## config.mk

```make
export PLATFORM = sky130hd
export DESIGN_NAME = expiring_pending_buffer
export DESIGN_NICKNAME = d
export VERILOG_FILES = /design/src/hw/rtl/epb_pkg.sv /design/src/hw/rtl/expiring_pending_buffer.sv
export SDC_FILE = /design/constraint.sdc
export NUM_CORES = 2
export LEC_CHECK = 0
export ABC_CLOCK_PERIOD_IN_PS = 8400
export BUFFER_PORTS_ARGS = -buffer_cell sky130_fd_sc_hd__buf_2
export CORE_MARGIN = 10
export CORE_UTILIZATION = 62
export DETAILED_ROUTE_END_ITERATION = 10
export GPL_ROUTABILITY_DRIVEN = 0
export PLACE_DENSITY = 0.76
export SYNTH_ARGS = -nofsm -noshare
export SYNTH_HDL_FRONTEND = slang
export SYNTH_SLANG_ARGS = --single-unit
export TNS_END_PERCENT = 5
```

## constraint.sdc

```tcl
create_clock -name clk -period 8.4 [get_ports clk]
set_clock_uncertainty 0.2 [all_clocks]
set_input_delay 0.42 -clock clk [delete_from_list [all_inputs] [get_ports clk]]
set_output_delay 0.42 -clock clk [all_outputs]
set_load 0.02 [all_outputs]
```

## src/hw/rtl/epb_pkg.sv

```systemverilog
// shared types, constants and helpers for the expiring pending buffer
package epb_pkg;

    localparam int ENTRIES      = 16;
    localparam int PAYLOAD_BITS = 64;
    localparam int IDX_W        = (ENTRIES > 1) ? $clog2(ENTRIES) : 1;
    localparam int CNT_W        = $clog2(ENTRIES + 1);
    localparam int OCC_W        = 5;
    localparam int EXPIRY_W     = 31;
    localparam int TIME_W       = 32;
    localparam int DATA_W       = 64;
    localparam int APB_AW       = 2;
    localparam int APB_DW       = 32;

    localparam logic [EXPIRY_W-1:0] EXPIRY_RESET = EXPIRY_W'(30000);
    localparam logic [APB_AW-1:0]   ADDR_EXPIRY  = '0;

    localparam logic CMD_PUSH = 1'b0;
    localparam logic CMD_POP  = 1'b1;

    typedef struct packed {
        logic              command;
        logic [TIME_W-1:0] now_ms;
        logic [DATA_W-1:0] packet_data;
        logic              evictable;
    } epb_req_t;

    typedef struct packed {
        logic              ok;
        logic [DATA_W-1:0] popped_data;
        logic [OCC_W-1:0]  occupancy;
    } epb_rsp_t;

    // a lies strictly before b in wrapping time
    function automatic logic is_older(input logic [TIME_W-1:0] a,
                                      input logic [TIME_W-1:0] b);
        logic [TIME_W-1:0] diff;
        diff = a - b;
        return diff[TIME_W-1];
    endfunction

endpackage

```

## src/hw/rtl/expiring_pending_buffer.sv

```systemverilog
// expiring pending buffer: timestamped packet table with expiry, push and pop
//
//   channel | direction | handshake              | payload
//   req     | in        | req_valid / req_ready  | epb_req_t
//   rsp     | out       | rsp_valid / rsp_ready  | epb_rsp_t
//   apb     | in/out    | psel, penable, pready  | expiry_ms at address 0
//
// a request goes from acceptance to a valid response through a load state that
// starts the table read, a scan state that visits every entry in turn (expiry
// check on push, free slot search, oldest and oldest evictable search), a fetch
// state that reads the chosen entry and a write state that updates the table.
// req_ready is high only while idle; the response holds until rsp_ready.
// reset clears the used bits and the count and loads the expiry register with its reset value at once.
module expiring_pending_buffer (
    input  logic                          clk,
    input  logic                          rst_n,
    input  logic                          req_valid,
    output logic                          req_ready,
    input  epb_pkg::epb_req_t             req,
    output logic                          rsp_valid,
    input  logic                          rsp_ready,
    output epb_pkg::epb_rsp_t             rsp,
    input  logic                          psel,
    input  logic                          penable,
    input  logic                          pwrite,
    input  logic [epb_pkg::APB_AW-1:0]    paddr,
    input  logic [epb_pkg::APB_DW-1:0]    pwdata,
    output logic [epb_pkg::APB_DW-1:0]    prdata,
    output logic                          pready
);

    typedef enum logic [2:0] {
        ST_IDLE,
        ST_LOAD,
        ST_SCAN,
        ST_FETCH,
        ST_WRITE,
        ST_DONE
    } state_t;

    state_t                              state_reg;
    epb_pkg::epb_req_t                   req_reg;
    epb_pkg::epb_rsp_t                   rsp_reg;
    logic [epb_pkg::EXPIRY_W-1:0]        expiry_reg;
    logic [epb_pkg::ENTRIES-1:0]         slot_used_reg;
    logic [epb_pkg::CNT_W-1:0]           used_count_reg;
    logic [epb_pkg::IDX_W-1:0]           idx_reg;

    logic                                free_found_reg;
    logic [epb_pkg::IDX_W-1:0]           free_idx_reg;
    logic                                old_found_reg;
    logic [epb_pkg::IDX_W-1:0]           old_idx_reg;
    logic [epb_pkg::TIME_W-1:0]          old_created_reg;
    logic                                ev_found_reg;
    logic [epb_pkg::IDX_W-1:0]           ev_idx_reg;
    logic [epb_pkg::TIME_W-1:0]          ev_created_reg;

    logic [epb_pkg::TIME_W-1:0]          created_mem [epb_pkg::ENTRIES];
    logic [epb_pkg::TIME_W-1:0]          expires_mem [epb_pkg::ENTRIES];
    logic                                evict_mem   [epb_pkg::ENTRIES];
    logic [epb_pkg::PAYLOAD_BITS-1:0]    payload_mem [epb_pkg::ENTRIES];

    logic [epb_pkg::TIME_W-1:0]          rd_created_reg;
    logic [epb_pkg::TIME_W-1:0]          rd_expires_reg;
    logic                                rd_evict_reg;
    logic [epb_pkg::PAYLOAD_BITS-1:0]    rd_payload_reg;

    logic [epb_pkg::IDX_W-1:0]           rd_addr;
    logic                                cur_used;
    logic                                cur_expired;
    logic                                cur_alive;
    logic                                scan_last;
    logic                                is_push;
    logic [epb_pkg::IDX_W-1:0]           wr_idx;
    logic                                wr_en;
    logic [epb_pkg::CNT_W-1:0]           cnt_after;
    logic                                cfg_write;

    assign is_push     = (req_reg.command == epb_pkg::CMD_PUSH);
    assign cur_used    = slot_used_reg[idx_reg];
    assign cur_expired = is_push && cur_used
                         && !epb_pkg::is_older(req_reg.now_ms, rd_expires_reg);
    assign cur_alive   = cur_used && !cur_expired;
    assign scan_last   = (idx_reg == epb_pkg::IDX_W'(epb_pkg::ENTRIES - 1));

    always_comb
    begin
        unique case (state_reg)
            ST_LOAD:  rd_addr = '0;
            ST_SCAN:  rd_addr = epb_pkg::IDX_W'(idx_reg + 1'b1);
            default:  rd_addr = old_idx_reg;
        endcase
    end

    always_comb
    begin
        priority if (free_found_reg)
            wr_idx = free_idx_reg;
        else if (ev_found_reg)
            wr_idx = ev_idx_reg;
        else
            wr_idx = old_idx_reg;
    end

    always_comb
    begin
        cnt_after = used_count_reg;
        if (is_push)
        begin
            if (free_found_reg)
                cnt_after = epb_pkg::CNT_W'(used_count_reg + 1'b1);
        end
        else if (old_found_reg)
        begin
            cnt_after = epb_pkg::CNT_W'(used_count_reg - 1'b1);
        end
    end

    assign wr_en     = (state_reg == ST_WRITE) && is_push;
    assign cfg_write = psel && penable && pwrite && pready;

    // entry memory
    always_ff @(posedge clk)
    begin
        if (wr_en)
        begin
            created_mem[wr_idx] <= req_reg.now_ms;
            expires_mem[wr_idx] <= req_reg.now_ms
                                   + epb_pkg::TIME_W'(expiry_reg);
            evict_mem[wr_idx]   <= req_reg.evictable;
            payload_mem[wr_idx] <= req_reg.packet_data[epb_pkg::PAYLOAD_BITS-1:0];
        end
        rd_created_reg <= created_mem[rd_addr];
        rd_expires_reg <= expires_mem[rd_addr];
        rd_evict_reg   <= evict_mem[rd_addr];
        rd_payload_reg <= payload_mem[rd_addr];
    end

    always_ff @(posedge clk or negedge rst_n)
    begin
        if (!rst_n)
        begin
            state_reg      <= ST_IDLE;
            expiry_reg     <= epb_pkg::EXPIRY_RESET;
            slot_used_reg  <= '0;
            used_count_reg <= '0;
            idx_reg        <= '0;
            free_found_reg <= 1'b0;
            old_found_reg  <= 1'b0;
            ev_found_reg   <= 1'b0;
        end
        else
        begin
            if (cfg_write && (paddr == epb_pkg::ADDR_EXPIRY))
                expiry_reg <= pwdata[epb_pkg::EXPIRY_W-1:0];

            unique case (state_reg)
                ST_IDLE:
                begin
                    if (req_valid)
                    begin
                        req_reg        <= req;
                        idx_reg        <= '0;
                        free_found_reg <= 1'b0;
                        old_found_reg  <= 1'b0;
                        ev_found_reg   <= 1'b0;
                        state_reg      <= ST_LOAD;
                    end
                end
                ST_LOAD:
                begin
                    state_reg <= ST_SCAN;
                end
                ST_SCAN:
                begin
                    if (cur_expired)
                    begin
                        slot_used_reg[idx_reg] <= 1'b0;
                        used_count_reg <= epb_pkg::CNT_W'(used_count_reg - 1'b1);
                    end
                    if (!cur_alive && !free_found_reg)
                    begin
                        free_found_reg <= 1'b1;
                        free_idx_reg   <= idx_reg;
                    end
                    if (cur_alive && (!old_found_reg
                        || epb_pkg::is_older(rd_created_reg, old_created_reg)))
                    begin
                        old_found_reg   <= 1'b1;
                        old_idx_reg     <= idx_reg;
                        old_created_reg <= rd_created_reg;
                    end
                    if (cur_alive && rd_evict_reg && (!ev_found_reg
                        || epb_pkg::is_older(rd_created_reg, ev_created_reg)))
                    begin
                        ev_found_reg   <= 1'b1;
                        ev_idx_reg     <= idx_reg;
                        ev_created_reg <= rd_created_reg;
                    end
                    if (scan_last)
                        state_reg <= ST_FETCH;
                    else
                        idx_reg <= epb_pkg::IDX_W'(idx_reg + 1'b1);
                end
                ST_FETCH:
                begin
                    state_reg <= ST_WRITE;
                end
                ST_WRITE:
                begin
                    used_count_reg        <= cnt_after;
                    rsp_reg.occupancy     <= epb_pkg::OCC_W'(cnt_after);
                    rsp_reg.popped_data   <= '0;
                    if (is_push)
                    begin
                        slot_used_reg[wr_idx] <= 1'b1;
                        rsp_reg.ok            <= 1'b1;
                    end
                    else
                    begin
                        rsp_reg.ok <= old_found_reg;
                        if (old_found_reg)
                        begin
                            slot_used_reg[old_idx_reg] <= 1'b0;
                            rsp_reg.popped_data <= epb_pkg::DATA_W'(rd_payload_reg);
                        end
                    end
                    state_reg <= ST_DONE;
                end
                ST_DONE:
                begin
                    if (rsp_ready)
                        state_reg <= ST_IDLE;
                end
                default:
                begin
                    state_reg <= ST_IDLE;
                end
            endcase
        end
    end

    assign req_ready = (state_reg == ST_IDLE);
    assign rsp_valid = (state_reg == ST_DONE);
    assign rsp       = rsp_reg;
    assign pready    = 1'b1;
    assign prdata    = (paddr == epb_pkg::ADDR_EXPIRY)
                       ? epb_pkg::APB_DW'(expiry_reg) : '0;

`ifndef SYNTHESIS
    a_count_matches_used: assert property (@(posedge clk) disable iff (!rst_n)
        32'(used_count_reg) == $countones(slot_used_reg))
        else $error("occupancy count disagrees with used bits");

    a_ready_excludes_rsp: assert property (@(posedge clk) disable iff (!rst_n)
        req_ready |-> !rsp_valid)
        else $error("request taken while a response is pending");

    a_failed_pop_empty: assert property (@(posedge clk) disable iff (!rst_n)
        (rsp_valid && !rsp.ok) |-> (rsp.popped_data == '0 && rsp.occupancy == '0))
        else $error("failed pop with data or nonzero occupancy");

    a_accept_starts_scan: assert property (@(posedge clk) disable iff (!rst_n)
        (req_valid && req_ready) |=> (state_reg == ST_LOAD && idx_reg == '0))
        else $error("accepted request did not start the scan");
`endif

endmodule
```

==> results by group <==
Layout
  – Final Net Count: 5733
  – Max FFs per register: ~1000
  – Layout cell share with drive strength beyond 1: 0.213
  – Storage cell area: roughly 73000 sq um
  – Most frequent cells in the layout: edfxtp_1 (2308), nand2_1 (660), mux4_2 (491), buf_2 (239), clkbuf_16 (230)
  – # fillers: roughly 9000
  – Largest regs: payload_mem: 1024 flops, created_mem: 512 flops, expires_mem: 512 flops
  – Footprint of the multi-input gates: 21200 sq um
  – Area growth syn-to-layout: 12.9%
  – Most common cell after layout, fill and taps aside: edfxtp_1
  – Biggest register: payload_mem

Die
  – Die Height: between 400 and 500 microns
  – Die Wd: 414 microns
  – Core region area: about 150000 sq um
  – Die area: around 170000 sq um
  – # IOs: around 240
  – Row count: 144
  – Initial core utilization: 0.624

Yosys
  – Yosys reg bits: approximately 2500
  – Synth cell types: 72
  – Syn Area/Cell: about 19 sq um
  – Cell Area, Synth: 96100 sq um
  – Async set or reset register ratio after synthesis: 0.0248
  – YS warnings: 0
  – Syn Inst Count: 5042
  – Top cells by area, synth: edfxtp_1 (72%), mux4_2 (12%), dfxtp_1 (2.7%), nand2_1 (2.6%), ha_1 (1.7%)
  – Ys flop type: edfxtp_1
  – Area leader, netlist: edfxtp_1
  – Post-synth EDFFs: around 2300
  – Syn_nets: between 5000 and 6000
  – Seq/Total Area, Yosys: 0.764
  – Share of the synthesized area in the top cell type: 0.721

Detailed routing
  – Post-Route WL: between 200 and 250 mm
  – # DRC: 0
  – DR iter-0 viols: just under 6000
  – Final ANT Viol Nets: 0
  – Via-per-instance ratio: roughly 6.4
  – Detailed-route via count: just under 50000
  – DRT Pass-1 Iters: 6
  – WL per Instance: 29.0 microns

Timing
  – Rel. slew slack: 0.103
  – Setup TNS: 0 ns
  – # setup viols final: 0
  – Min cycle time layout: approximately 5.0 ns
  – Fin crit share: 0.600
  – Max-slew violations: 0
  – Final Hold Viols: 0
  – Highest Clock Rate: ~200 MHz
  – Worst Tran Pin Value: between 1 and 1.5 ns
  – Unrepaired setup endpoints after global routing: no

Setup path
  – Critical Path Fanout Max: 36
  – CP Class: flop to flop
  – CP arrival: between 5 and 6 ns
  – Largest stage delay on the critical path: 0.95 ns
  – CP required: roughly 8.7 ns
  – Setup crit end kind: flop
  – Critical path's slowest cell: o2111a_2
  – Crit start category: flop
  – Launch point of the worst path: req_reg[89]
  – CP Cell Sequence: ha_1 -> a21o_1 -> a21o_1 -> a21oi_1 -> o21ai_1 -> a211oi_1 -> o41ai_4 -> xnor2_1 -> a21oi_1 -> o2111a_2
  – Reg-to-reg critical path startpoint: req_reg[89]

Power
  – Pleak: ~37 nW
  – Max IR drop VDD: ~380 uV
  – Combinational share of power: 0.300
  – Pwr dens: 340 nW/um^2
  – Reg power frac: 0.424
  – Psw: roughly 11 mW
  – Total power: 36.9 mW
  – Clock power frac: 0.276
  – Internal: around 26 mW
  – Sw Ratio: 0.306

Placed design
  – HPWL Detailed: around 110 mm
  – Port bufs: between 200 and 250

Status
  – Outcome: finished, final reports clean

CTS
  – Post-CTS sizing: 0
  – Worst-Skew Late Latency: between 0.8 and 0.9 ns
  – CTS Buffer Depth: 3
  – # Post-CTS Setup Buffers: 0
  – Number of clock sinks: roughly 2500
  – CTS tree: built
  – CTS buffer count: 225
  – Clock-pin slew on the worst setup and hold paths: around 0.06 ns
  – H-Tree Depth: 4
  – Clock root buffer: clkbuf_16

GRT
  – Pin count of the biggest net entering global routing: 158
  – Vias in the first global route: around 50000
  – Initial antenna violation count: 5
  – GRT Util Overall: 0.262
  – First-pass GRT wire length: 330 mm
  – Total gr overflow: 0

Min path
  – Hold path start: req[9]
  – Hold Crit Class: input port to flop

Run
  – MaxCap Viol Count: 0
==> path summary, 6_finish.rpt <==
path	to	slack (ns)	depth (start not counted)
worst max-delay path	ev_created_reg[16]	3.36	10
worst min-delay path	req_reg[9]	0.07	2
worst max register to register	ev_created_reg[16]	3.36	10
worst min register to register	slot_used_reg[14]	0.28	1
max in group asynchronous	old_found_reg	7.33	3
min in group asynchronous	expiry_reg[12]	0.12	2
==> power groups by stage <==
stage                     combinational [mW]  sequential (mW)  clock (mW)
after global routing                    12.0             15.7        10.8
after CTS                               11.2             15.7        10.3
final                                   11.1             15.7        10.2
after global placement                  10.8             15.9           0
after detailed placement                11.0             15.9           0
after floorplan                         8.35             15.6           0
==> worst max-delay path, delay by kind of cell, from the launching register on <==
family | cells | cell delay, ns
AOI/OAI and AO/OA | 8 | 2.97
DFF | 1 | 0.81
adders and majority gates | 1 | 0.37
xor gates and xnor gates | 1 | 0.23
==> synth_stat cells, drive strengths merged, types with 42 or more instances <==
cell / number
a21o: 64
a21oi: 60
a31oi: 135
and3: 201
buf: 126
clkbuf: 127
dfrtp: 55
dfxtp: 129
edfxtp: 2308
ha: 127
inv: 113
mux4: 491
nand2: 660
nand3: 42
nor2: 44
o21ai: 54
==> routing by layer <==
metal	GRT usage	routed length, microns
met2	0.425	111000
met5	0	8
met1	0.366	84600
met3	0.0429	20300
met4	0.0918	7650
==> cell families (layout without fill, tap and decap cells) <==
group / after synthesis / count (layout) / synth area share
flops: 2499 / 2499 / 0.764
simple gates: 1063 / 1063 / 0.0504
mux: 532 / 532 / 0.120
compound gates: 411 / 411 / 0.0282
buf+inv: 366 / 989 / 0.0169
fa+ha+maj: 128 / 128 / 0.0167
xor+xnor: 41 / 41 / 0.00374
other cells: 2 / 3 / 0.0000781
==> final cells by class <==
cell class | count | share of cell area
antenna | 1 | 0.0000231
clock buffer | 323 | 0.0578
clock inverter | 103 | 0.00997
sequential | 2499 | 0.677
inverter | 113 | 0.00391
tap | 2044 | 0.0236
multi-input combinational | 2177 | 0.196
timing repair buffer | 450 | 0.0318
==> through the flow <==
stage	cell area, sq um	hold slack, ns	util	worst slack, ns	instances
after floorplan	96100	-0.0756	-	0.698	5042
after global placement	99800	0.254	0.648	3.54	7149
after detailed placement	99800	0.261	0.648	3.39	7149
after CTS	108000	0.0135	0.704	3.41	7708
after global routing	108000	0.0570	0.704	3.16	7710
final	108000	0.0707	0.704	3.36	7710
==> repair_timing <==
| action | in CTS | in global routing |
|---|---|---|
| setup endpoints to repair | 0 | 0 |
| hold buffers | 133 | 0 |
| endpoints found under the hold margin | 216 | 0 |
Note: power is estimated with default switching activity, not from simulation.
